<file path="src/sv/assert_macros.svh">
// Assertion helpers used by plsu_back. All of them sample on the rising
// edge of clk; CHK_RUN is off while the synchronous reset rst_n is low.
`ifndef ASSERT_MACROS_SVH
`define ASSERT_MACROS_SVH

// Property checked only outside reset.
`define CHK_RUN(label, prop, msg) \
  label: assert property (@(posedge clk) disable iff (!rst_n) prop) else $error(msg);

// Property checked at every edge, reset included.
`define CHK_ALL(label, prop, msg) \
  label: assert property (@(posedge clk) prop) else $error(msg);

`endif

</file>
<file path="src/sv/plsu_pkg.sv">
package plsu_pkg;

  // Address space and paging geometry.
  localparam int ADDR_BITS = 16;
  localparam int PAGE_BITS = 12;
  localparam int ADDR_IN_W = 16;
  localparam int DATA_W    = 32;
  localparam int SIZE_W    = 17;
  localparam int LANES     = DATA_W / 8;
  localparam int WORD_AW   = ADDR_BITS - 2;
  localparam int WORDS     = 1 << WORD_AW;
  localparam int PG_W      = ADDR_BITS - PAGE_BITS;
  localparam int PAGE_COUNT = 1 << PG_W;

  // Width that holds addr + region_size without wrapping.
  localparam int SUM_W = ((ADDR_BITS > SIZE_W) ? ADDR_BITS : SIZE_W) + 1;
  localparam logic [SUM_W-1:0] SPACE_END = SUM_W'(1) << ADDR_BITS;

  // Request queue between front and back.
  localparam int Q_DEPTH = 2;
  localparam int Q_AW    = $clog2(Q_DEPTH);
  localparam int Q_CW    = $clog2(Q_DEPTH + 1);

  typedef enum logic [2:0] {
    CMD_LOAD8,
    CMD_LOAD16,
    CMD_LOAD32,
    CMD_FETCH32,
    CMD_STORE8,
    CMD_STORE16,
    CMD_STORE32,
    CMD_MAP
  } cmd_t;

  typedef enum logic [2:0] {
    CAUSE_LOAD_MISALIGNED,
    CAUSE_LOAD_FAULT,
    CAUSE_STORE_MISALIGNED,
    CAUSE_STORE_FAULT,
    CAUSE_FETCH_MISALIGNED,
    CAUSE_FETCH_FAULT
  } cause_t;

  typedef enum logic [1:0] {
    SIZE_BYTE,
    SIZE_HALF,
    SIZE_WORD
  } size_t;

  // Classified request handed from the front to the back.
  typedef struct packed {
    logic                   is_read;
    logic                   is_store;
    size_t                  size;
    logic [1:0]             offset;
    logic [WORD_AW-1:0]     word;
    logic [DATA_W-1:0]      wdata;
    logic                   fault;
    cause_t                 cause;
    logic [ADDR_IN_W-1:0]   fault_addr;
  } lsu_req_t;

  typedef struct packed {
    logic full;
    logic empty;
  } fifo_stat_t;

endpackage

</file>
<file path="src/sv/plsu_fifo.sv">
module plsu_fifo (
  input  logic                 clk,
  input  logic                 rst_n,
  input  logic                 push,
  input  plsu_pkg::lsu_req_t   push_req,
  input  logic                 pop,
  output plsu_pkg::lsu_req_t   head,
  output plsu_pkg::fifo_stat_t stat
);

  import plsu_pkg::*;

  lsu_req_t        slot_r [Q_DEPTH];
  logic [Q_AW-1:0] wr_ptr_r;
  logic [Q_AW-1:0] rd_ptr_r;
  logic [Q_CW-1:0] cnt_r;

  // Pointer and fill count.
  always_ff @(posedge clk) begin
    if (!rst_n) begin
      wr_ptr_r <= '0;
      rd_ptr_r <= '0;
      cnt_r    <= '0;
    end else begin
      if (push) begin
        wr_ptr_r <= (wr_ptr_r == Q_AW'(Q_DEPTH - 1)) ? '0 : wr_ptr_r + Q_AW'(1);
      end
      if (pop) begin
        rd_ptr_r <= (rd_ptr_r == Q_AW'(Q_DEPTH - 1)) ? '0 : rd_ptr_r + Q_AW'(1);
      end
      if (push && !pop) begin
        cnt_r <= cnt_r + Q_CW'(1);
      end else if (pop && !push) begin
        cnt_r <= cnt_r - Q_CW'(1);
      end
    end
  end

  // Request slots.
  always_ff @(posedge clk) begin
    if (push) begin
      slot_r[wr_ptr_r] <= push_req;
    end
  end

  assign head       = slot_r[rd_ptr_r];
  assign stat.full  = (cnt_r == Q_CW'(Q_DEPTH));
  assign stat.empty = (cnt_r == '0);

endmodule

</file>
<file path="config.mk">
export PLATFORM = sky130hd
export DESIGN_NAME = plsu_fifo
export DESIGN_NICKNAME = d
export VERILOG_FILES = /design/src/sv/assert_macros.svh /design/src/sv/plsu_pkg.sv /design/src/sv/plsu_fifo.sv
export SDC_FILE = /design/constraint.sdc
export NUM_CORES = 1
export LEC_CHECK = 0
export ABC_AREA = 1
export BUFFER_PORTS_ARGS = -buffer_cell sky130_fd_sc_hd__buf_2
export CORE_MARGIN = 1.5
export CORE_UTILIZATION = 35
export DETAILED_ROUTE_END_ITERATION = 7
export GPL_ROUTABILITY_DRIVEN = 1
export GPL_TIMING_DRIVEN = 0
export SYNTH_ARGS = -nofsm -noshare
export SYNTH_HDL_FRONTEND = slang
export SYNTH_SLANG_ARGS = --single-unit
</file>
<file path="constraint.sdc">
create_clock -name clk -period 5.7 [get_ports clk]
set_clock_uncertainty 0.05 [all_clocks]
set_input_delay 1.14 -clock clk [delete_from_list [all_inputs] [get_ports clk]]
set_output_delay 1.14 -clock clk [all_outputs]
set_load 0.01 [all_outputs]
</file>
==> results.md <==
- Outcome: complete, no violations
- Hold buffers post-CTS: 0
- R2R Setup Slk: 4.13 ns
- Distinct cell type count after synthesis: 14
- Final setup violation count: 0
- Ys Warns: 0
- Die Span Y: 131 µm
- Top-count cell post-synth: edfxtp_1
- Final Cycle Share: 0.488
- Nets: 508
- Routability Congestion: 0.691
- Die width: ~130 µm
- H-tree Lvls: 4
- CP bufs+invs: 3
- Core Footprint: 0.0160 mm²
- PD cells: 348 mW/mm²
- Io pins: 150
- DP HPWL: 6730 µm
- MaxCap Viol Count: 0
- CP Cell Sequence: buf_6, buf_12, mux2_4, buf_2
- Residual DRC: 0
- Slowest stage cell, crit path: dfxtp_1
- Post-synthesis net count: 336
- Clock Path Buffers: 2
- Fillers: around 1400
- Worst r2r src: wr_ptr_r
- Setup crit start kind: flop
- Setup CP Type: reg2out
- First-pass GRT wire length: 15800 µm
- GR Overflow Total: 0
- Vias per inst: 4.33
- Post-synthesis cell count: 259
- Root buffer cell: clkbuf_16
- Yosys top cell by area: edfxtp_1
- Largest cells by area after synthesis: edfxtp_1 75%, mux2_4 18%, buf_12 2.4%
- Area of the multi-input gates: 0.00118 mm²
- Final Hold Viols: 0
- Crit-path max cell delay: 0.32 ns
- Hold Crit Start: rd_ptr_r
- Filler-free cell count of the finished design: approximately 660
- Unrepaired setup endpoints after global routing: no
- RR Endpoint: slot_r[1][13]
- Fmax: 0.359 GHz
- EDFF count, synth: between 100 and 150
- Largest net degree at the start of global routing: 41
- Synth Register Bits: 149
- Hold WC Path Type: reg2reg
- Fin crit period: 2.78 ns
- Largest family of logic cells by synthesized area: multiplexers
- Syn Std Cell Area: 0.00578 mm²
- Post-synth top flop: edfxtp_1
- Synth cell count leaders: 144 x edfxtp_1, 70 x mux2_4, 9 x nor2_1
- Largest delay contributor family on the critical path: buffers and inverters
- Fraction of layout cells with a size suffix above 1: 0.587
- Ys async rst share: 0
- Critical path arrival: between 1.5 and 2 ns
- Initial drt markers: 100
- Gr usage total: 0.122
- Num CTS Buffers: 17
- Slew @ Worst Pin: 0.549 ns
- CP Data Required Time: 4.51 ns
- Xor/xnor share of the synthesized area: 0
- Cells after DPL: 628
- Port buffer count: 149
- Yosys top cell area share: 0.749
- Clock slew at reported path FFs: 0.05 ns
- DIE AREA: about 0.017 mm²
- End point of the worst hold path: rd_ptr_r
- WL/cell: between 15 and 20 µm
- Area delta synth->final: 28.9%
- Final wirelength: 10100 µm
- Skew-Pair Late Insertion Delay: roughly 0.40 ns
- Max Slew Vio Count: 0
- CTS tree: yes
- Routed via count: 2853
- Register area share after synthesis: 0.766
- Crit-path max FO: 10
- Clk sink count: 149
- Worst rel slew slack: 0.633
- Vias in the first global route: ~3000
- Leak Pwr: 2.98 nW
- Initial antenna violation count: 1
- Setup crit end kind: output port
- Register area: between 0.004 and 0.005 mm²
- Critical path depth: 4
- Initial cell density of the core: 0.361
- Hold Path Stages: 2
- Mux cell area share after synthesis: 0.186
- Core Util, Final: 0.465
- Antenna cells: 0
- DR pass1 iterations: 4
- Total power draw: approximately 0.0026 W
- # resized after CTS: 0
- Synth Area in Compound Gates: 0.00173
- Std-Cell Rows: 46
- Simple-gate area share of the yosys netlist: 0.0130
- Post-Synth Adder-Cell Area: 0.00217
- Worst R2R Path Depth: 3
- Routed Antenna Nets: 0
- Total setup buffers inserted after CTS: 0
- Syn Area/Cell: between 20 and 25 µm²
- Setup Total Neg Slack: 0 ns
- Worst vdd ir: 0.193 mV
## cells in the final DEF, fill, tap and decap left out, types with 2 or more instances in the layout
cell type   Yosys  final
mux2_4         70     70
dfxtp_1         5      5
buf_12          7      9
clkinv_2        0      3
nand2_1         8      8
buf_2           0    149
clkbuf_16       0     17
nor2_1          9      8
bufinv_16       0      2
edfxtp_1      144    144
clkbuf_1        0      2
buf_16          0      2
clkinv_1        0      4
inv_1           8      7
mux2_2          2      2
clkinvlp_4      0      2
## sequential cells by signal, indices dropped and copies added (netlist names), named ones only
register,cells
wr_ptr_r,1
cnt_r,2
slot_r,144
rd_ptr_r,1
## layer usage
| metal | vias to the layer above | global-route usage | part of all wire |
|---|---|---|---|
| li1 | 1347 | - | - |
| met1 | 1391 | 0.132 | 0.40 |
| met2 | 99 | 0.204 | 0.50 |
| met3 | 14 | 0.0583 | 0.077 |
| met4 | 2 | 0.0519 | 0.013 |
| met5 | - | 0 | 0.0016 |
## logic make-up after synthesis
logic type,Yosys count
AND/OR/NAND/NOR,19
multiplexers,72
adder cells (fa/ha/maj),1
AO/OA/AOI/OAI,2
flip-flops,149
buffers and inverters,16
## area by class of cell
cell class / instances / area share
Clock inverter: 12 / 0.0153
Buffer: 8 / 0.0203
Inverter: 8 / 0.00437
Multi-Input combinational cell: 94 / 0.158
Tap cell: 216 / 0.0363
Clock buffer: 19 / 0.0582
Timing Repair Buffer: 153 / 0.113
Sequential cell: 149 / 0.594
## worst max path at each step
| stage | start | to | slack, ns |
|---|---|---|---|
| 2_1_floorplan | push | slot_r[0][0] | 0.95 |
| 3_5_place_dp | push | slot_r[0][59] | 3.12 |
| 5_1_grt | flop | head[30] | 2.84 |
| 6_report | flop | head[30] | 2.92 |
| 3_3_place_gp | push | slot_r[0][5] | -1.05 |
| 4_1_cts | flop | head[30] | 2.86 |
## per-stage QoR
stage	cell area (µm²)	hold WS [ns]	worst slack, ns
final	7440	0.449	2.92
after global routing	7440	0.477	2.84
after CTS	7440	0.455	2.86
after detailed placement	6900	0.442	3.12
after global placement	6790	0.430	-1.05
after floorplan	5780	0.413	0.948
## worst min-delay path: stages (launching register included)
cell	delay, ns
dfxtp_1	0.33
nor2_1	0.06
nor2_1	0.08
## power by group
group / internal (W) / switching [W]
Sequential: 0.00127 / 0.0000151
Clock: 0.000632 / 0.000399
Combinational: 0.000148 / 0.000129
Total: 0.00205 / 0.000543
Power figures use the tool's default switching activity.
