--- src/sv/assert_macros.svh ---
// Assertion helpers used by plsu_back. All of them sample on the rising
// edge of clk; CHK_RUN is off while the synchronous reset rst_n is low.
`ifndef ASSERT_MACROS_SVH
`define ASSERT_MACROS_SVH

// Property checked only outside reset.
`define CHK_RUN(label, prop, msg) \
  label: assert property (@(posedge clk) disable iff (!rst_n) prop) else $error(msg);

// Property checked at every edge, reset included.
`define CHK_ALL(label, prop, msg) \
  label: assert property (@(posedge clk) prop) else $error(msg);

`endif

--- src/sv/plsu_pkg.sv ---
package plsu_pkg;

  // Address space and paging geometry.
  localparam int ADDR_BITS = 16;
  localparam int PAGE_BITS = 12;
  localparam int ADDR_IN_W = 16;
  localparam int DATA_W    = 32;
  localparam int SIZE_W    = 17;
  localparam int LANES     = DATA_W / 8;
  localparam int WORD_AW   = ADDR_BITS - 2;
  localparam int WORDS     = 1 << WORD_AW;
  localparam int PG_W      = ADDR_BITS - PAGE_BITS;
  localparam int PAGE_COUNT = 1 << PG_W;

  // Width that holds addr + region_size without wrapping.
  localparam int SUM_W = ((ADDR_BITS > SIZE_W) ? ADDR_BITS : SIZE_W) + 1;
  localparam logic [SUM_W-1:0] SPACE_END = SUM_W'(1) << ADDR_BITS;

  // Request queue between front and back.
  localparam int Q_DEPTH = 2;
  localparam int Q_AW    = $clog2(Q_DEPTH);
  localparam int Q_CW    = $clog2(Q_DEPTH + 1);

  typedef enum logic [2:0] {
    CMD_LOAD8,
    CMD_LOAD16,
    CMD_LOAD32,
    CMD_FETCH32,
    CMD_STORE8,
    CMD_STORE16,
    CMD_STORE32,
    CMD_MAP
  } cmd_t;

  typedef enum logic [2:0] {
    CAUSE_LOAD_MISALIGNED,
    CAUSE_LOAD_FAULT,
    CAUSE_STORE_MISALIGNED,
    CAUSE_STORE_FAULT,
    CAUSE_FETCH_MISALIGNED,
    CAUSE_FETCH_FAULT
  } cause_t;

  typedef enum logic [1:0] {
    SIZE_BYTE,
    SIZE_HALF,
    SIZE_WORD
  } size_t;

  // Classified request handed from the front to the back.
  typedef struct packed {
    logic                   is_read;
    logic                   is_store;
    size_t                  size;
    logic [1:0]             offset;
    logic [WORD_AW-1:0]     word;
    logic [DATA_W-1:0]      wdata;
    logic                   fault;
    cause_t                 cause;
    logic [ADDR_IN_W-1:0]   fault_addr;
  } lsu_req_t;

  typedef struct packed {
    logic full;
    logic empty;
  } fifo_stat_t;

endpackage

--- src/sv/plsu_front.sv ---
module plsu_front (
  input  logic                                 clk,
  input  logic                                 rst_n,
  input  logic                                 accept,
  input  logic [2:0]                           in_cmd,
  input  logic [plsu_pkg::ADDR_IN_W-1:0]       in_addr,
  input  logic [plsu_pkg::DATA_W-1:0]          in_wdata,
  input  logic [plsu_pkg::SIZE_W-1:0]          in_region_size,
  output plsu_pkg::lsu_req_t                   req
);

  import plsu_pkg::*;

  logic [PAGE_COUNT-1:0] page_map_r;
  logic [PAGE_COUNT-1:0] page_map_nxt;
  logic [PAGE_COUNT-1:0] set_mask;

  cmd_t                 cmd;
  logic [ADDR_BITS-1:0] addr;
  logic [PG_W-1:0]      first_pg;
  logic [PG_W-1:0]      last_pg;
  logic [SUM_W-1:0]     end_sum;
  logic [SUM_W-1:0]     end_clip;
  logic [SUM_W-1:0]     last_byte;
  size_t                size;
  logic                 is_access;
  logic                 is_store;
  logic                 is_fetch;
  logic                 misaligned;
  logic                 mapped;
  logic                 fault;
  cause_t               cause;

  assign cmd  = cmd_t'(in_cmd);
  assign addr = ADDR_BITS'(in_addr);

  // Decode access size and kind.
  always_comb begin
    size      = SIZE_BYTE;
    is_access = 1'b1;
    is_store  = 1'b0;
    is_fetch  = 1'b0;
    unique case (cmd) inside
      CMD_LOAD8:                           size = SIZE_BYTE;
      CMD_LOAD16:                          size = SIZE_HALF;
      CMD_LOAD32:                          size = SIZE_WORD;
      CMD_FETCH32: begin
        size     = SIZE_WORD;
        is_fetch = 1'b1;
      end
      CMD_STORE8: begin
        size     = SIZE_BYTE;
        is_store = 1'b1;
      end
      CMD_STORE16: begin
        size     = SIZE_HALF;
        is_store = 1'b1;
      end
      CMD_STORE32: begin
        size     = SIZE_WORD;
        is_store = 1'b1;
      end
      CMD_MAP:                             is_access = 1'b0;
      default:                             is_access = 1'b0;
    endcase
  end

  // Alignment and page checks. An aligned access never crosses a page or the
  // top of the space, so only the page of the first byte matters.
  always_comb begin
    case (size)
      SIZE_HALF: misaligned = addr[0];
      SIZE_WORD: misaligned = (addr[1:0] != 2'b00);
      default:   misaligned = 1'b0;
    endcase
  end

  assign first_pg = addr[ADDR_BITS-1:PAGE_BITS];
  assign mapped   = page_map_r[first_pg];
  assign fault    = is_access && (misaligned || !mapped);

  always_comb begin
    if (is_fetch) begin
      cause = misaligned ? CAUSE_FETCH_MISALIGNED : CAUSE_FETCH_FAULT;
    end else if (is_store) begin
      cause = misaligned ? CAUSE_STORE_MISALIGNED : CAUSE_STORE_FAULT;
    end else begin
      cause = misaligned ? CAUSE_LOAD_MISALIGNED : CAUSE_LOAD_FAULT;
    end
  end

  // Build the request for the back end. Without a fault the cause reads as
  // code zero and the fault address as zero.
  always_comb begin
    req.is_read    = is_access && !is_store && !fault;
    req.is_store   = is_store && !fault;
    req.size       = size;
    req.offset     = addr[1:0];
    req.word       = addr[ADDR_BITS-1:2];
    req.wdata      = in_wdata;
    req.fault      = fault;
    req.cause      = fault ? cause : CAUSE_LOAD_MISALIGNED;
    req.fault_addr = fault ? ADDR_IN_W'(addr) : '0;
  end

  // Page range covered by a map request, clipped at the top of the space.
  assign end_sum   = SUM_W'(addr) + SUM_W'(in_region_size);
  assign end_clip  = (end_sum > SPACE_END) ? SPACE_END : end_sum;
  assign last_byte = end_clip - SUM_W'(1);
  assign last_pg   = last_byte[ADDR_BITS-1:PAGE_BITS];

  always_comb begin
    for (int p = 0; p < PAGE_COUNT; p++) begin
      set_mask[p] = (PG_W'(p) >= first_pg) && (PG_W'(p) <= last_pg);
    end
  end

  always_comb begin
    page_map_nxt = page_map_r;
    if (accept && (cmd == CMD_MAP) && (in_region_size != '0)) begin
      page_map_nxt = page_map_r | set_mask;
    end
  end

  // Page table: all pages unmapped after reset, never unmapped later.
  always_ff @(posedge clk) begin
    if (!rst_n) begin
      page_map_r <= '0;
    end else begin
      page_map_r <= page_map_nxt;
    end
  end

endmodule

--- config.mk ---
export PLATFORM = sky130hd
export DESIGN_NAME = plsu_front
export DESIGN_NICKNAME = d
export VERILOG_FILES = /design/src/sv/assert_macros.svh /design/src/sv/plsu_pkg.sv /design/src/sv/plsu_front.sv
export SDC_FILE = /design/constraint.sdc
export NUM_CORES = 1
export LEC_CHECK = 0
export ABC_AREA = 1
export BUFFER_PORTS_ARGS = -buffer_cell sky130_fd_sc_hd__buf_2
export CELL_PAD_IN_SITES_DETAIL_PLACEMENT = 2
export CELL_PAD_IN_SITES_GLOBAL_PLACEMENT = 2
export CORE_ASPECT_RATIO = 0.6
export CORE_MARGIN = 2
export CORE_UTILIZATION = 22
export DETAILED_ROUTE_END_ITERATION = 7
export PLACE_DENSITY_LB_ADDON = 0.05
export SETUP_SLACK_MARGIN = 0.5
export SYNTH_ARGS = -nofsm -noshare
export SYNTH_HDL_FRONTEND = slang
export SYNTH_SLANG_ARGS = --single-unit
--- constraint.sdc ---
create_clock -name clk -period 2.9 [get_ports clk]
set_input_delay 0.29 -clock clk [delete_from_list [all_inputs] [get_ports clk]]
set_output_delay 0.29 -clock clk [all_outputs]
set_load 0.02 [all_outputs]
==> reports/qor.csv <==
metric,value,unit
core box area,12180,µm²
max_slew headroom,0.5880,
minimum clock period,2682,ps
Core Rows,31,
pwr/cell area,378.7,nW/µm²
root buf cell,clkbuf_16,
setup violators final,0,
Port Buf Inserts,78,
multiplexer share of the synthesized area,0,
simple-gate share of the synthesized area,0.4247,
Total Power,1.467,mW
XOR/XNOR Fraction of Synth Area,0.006312,
slowest cell on the critical path,ha_1,
DIE AREA,13560,µm²
cell area after placement,3274,µm²
TritonCTS clock tree,done,
Synth Flop Type,dfxtp_1,
WHS,462.6,ps
Initial Util,0.2279,
Post-Synthesis Cells,482,
syn avg cell area,5.758,µm²
crit path cell chain,buf_2 -> ha_1 -> nand2_2 -> buf_4 -> nor2_2 -> nand2_1 -> nand2_1 -> nand2_1 -> nand2_1 -> nand2_2 -> nor2_2 -> nand3_2 -> nand2_4 -> nand3_4 -> inv_4 -> buf_4 -> buf_4 -> nand4_1 -> nand3_1 -> a21oi_1,
CP endpoint kind,flip-flop,
antenna violations before repair,0,
post-route clock period utilization,0.9249,
worst setup path class,input port to flip-flop,
clk slew on worst S/H paths,60,ps
register with the most flip-flops,page_map_r,
Hold Fails Final Rpt,0,
status,"complete, no violations",
YS warnings,0,
DR pass1 iterations,4,
die span in y,91,µm
worst stage delay on the critical path,360,ps
max-slew violations,0,
Nets,647,
Via Count,3341,
Slew @ Worst Pin,617.3,ps
clk sinks,16,
wire per inst,16.48,µm
Die X-Extent,149.0,µm
Crit path max-delay family,simple AND/OR/NAND/NOR gates,
num ports,143,
RSZ-0062 raised after global routing,yes,
Post-synth EDFFs,0,
"Design Area, Final",3874,µm²
WP buf/inv,5,
number of buffers created by CTS,3,
# diodes,0,
Routed Antenna Nets,0,
Hold WC Path Type,flip-flop to flip-flop,
1st-iter DRT viols,116,
Synth Register Bits,16,
Post-synth ARST share,0,
DRC,0,
max-cap violations,0,
"Seq/Total Area, Yosys",0.1154,
achievable frequency,372.8,MHz
area growth from synthesis to layout,39.59,%
gpl congestion,0.7838,
largest net degree at the start of global routing,17,
Mapped Area,2775,µm²
overall routing resource usage,0.1742,
clock skew,0,ps
H-Tree Level Count,1,
maximum vdd drop,0.0001611,V
syn nets,570,
main combinational cell family by area after synthesis,simple AND/OR/NAND/NOR gates,
vias per cell,4.621,
leak pwr,1.973,nW
Top Registers,page_map_r: 16 flops,
Adder-Cell Fraction of Synth Area,0.07935,
number of distinct library cells after synthesis,35,
final wirelength,11.91,mm
clk buf depth,2,
crit path DAT,2800,ps
hpwl dp,10.05,mm
max FFs per register,16,
remaining global-route overflow,0,
worst-path maximum fanout,7,
first-pass GRT wire length,18.72,mm
CP Data Required Time,3020,ps
most frequent CP cell,nand2_1,
proportion of layout cells with a drive suffix above 1,0.4409,
vias in the first global route,3398,
Compound-Gate Fraction of Synth Area,0.1172,
fill count,1523,
Clock Latency Late Sink,260,ps
Setup crit start kind,input port,
==> cell families (layout without fill, tap and decap cells) <==
group / count (synthesis) / in the layout
xor+xnor: 2 / 2
fa+ha+maj: 17 / 17
compound gates: 56 / 56
flops: 16 / 16
simple gates: 250 / 251
buf+inv: 141 / 216
==> per-stage QoR <==
stage	setup WS, ps	setup TNS [ps]	util	instances
after floorplan	430.3	0	-	482
after CTS	273.2	0	0.2998	720
final	217.7	0	0.3181	723
after global routing	25.15	0	0.3181	723
after detailed placement	-199.7	-2170	0.2689	704
after global placement	-144.0	-1060	0.2689	704
==> cells in the mapped netlist, types with 2 or more instances <==
library cell  number  share of area
nand2_2           15          0.034
nor2_2             3         0.0068
nor4_1             4         0.0090
o2111ai_1          3         0.0095
nand3_2            6          0.022
a21oi_1           33          0.060
inv_1             78           0.11
clkbuf_1           5         0.0068
inv_2              7         0.0095
o21ai_0           10          0.018
nand2_1          104           0.14
nand2_4            3          0.012
nand4_1            9          0.020
nand3_1           40          0.072
a31oi_1            2         0.0045
nand3_4            2          0.013
clkinv_1           2         0.0027
nand3b_1           2         0.0054
ha_1              16          0.072
nor3_1             2         0.0036
buf_4             49           0.13
o21ai_1            2         0.0036
dfxtp_1           16           0.12
o211ai_1           2         0.0054
nor2_1            57          0.077
==> final timing paths <==
path,startpoint,endpoint,slack [ps],cells past startpoint
max,in_addr[6],page_map_r[6],220,20
min,page_map_r[1],page_map_r[1],460,2
max reg2reg,page_map_r[3],page_map_r[3],2280,2
min reg2reg,page_map_r[1],page_map_r[1],460,2
==> layout by cell type (no fill, tap or decap), types with 4 or more instances in the layout <==
master   count
nand2_1     84
buf_2       76
inv_1       74
buf_4       45
nor2_1      44
nand3_1     25
nand2_2     25
a21oi_1     23
nand3_2     18
dfxtp_1     16
nand2_4     13
nor2_2      11
a21oi_2     11
inv_2       10
o21ai_0      9
nand4_1      9
nor2_4       6
ha_1         6
ha_4         6
nand3_4      5
nor4_1       4
ha_2         4
==> where the power goes <==
part / switching, mW / leakage [nW] / internal (mW)
Clock: 0.101 / 0.0442 / 0.210
Sequential: 0.00473 / 0.130 / 0.230
Combinational: 0.583 / 1.80 / 0.337
Total: 0.689 / 1.97 / 0.778
==> layout make-up <==
class                           instances  area, µm²  share of cell area
Multi-Input combinational cell        326       2162              0.5581
Timing Repair Buffer                  125      767.0              0.1980
Inverter                               87      329.1             0.08495
Sequential cell                        16      320.3             0.08269
Tap cell                              165      206.4             0.05329
Clock buffer                            4      88.84             0.02293
==> metal layers <==
layer | global-route usage | part of all wire | vias up
li1 | - | - | 1636
met1 | 0.2894 | 0.57 | 1596
met2 | 0.2262 | 0.37 | 85
met3 | 0.03317 | 0.055 | 24
met4 | 0.02222 | 0.0072 | 0
met5 | 0 | 0 | -
==> what timing repair did <==
action / in CTS / in global routing
cloned: 1 / 0
setup buffers: 11 / 3
pin swaps: 19 / 31
resized for setup: 46 / 51
hold buffers: 0 / 0
endpoints found under the setup margin: 35 / 33
==> worst register-to-register path, stage by stage, from the launching register on <==
cell and delay, ps:
dfxtp_1 320, a21oi_2 110, nor2_1 50
No activity file was read; power rests on OpenSTA's default activity.
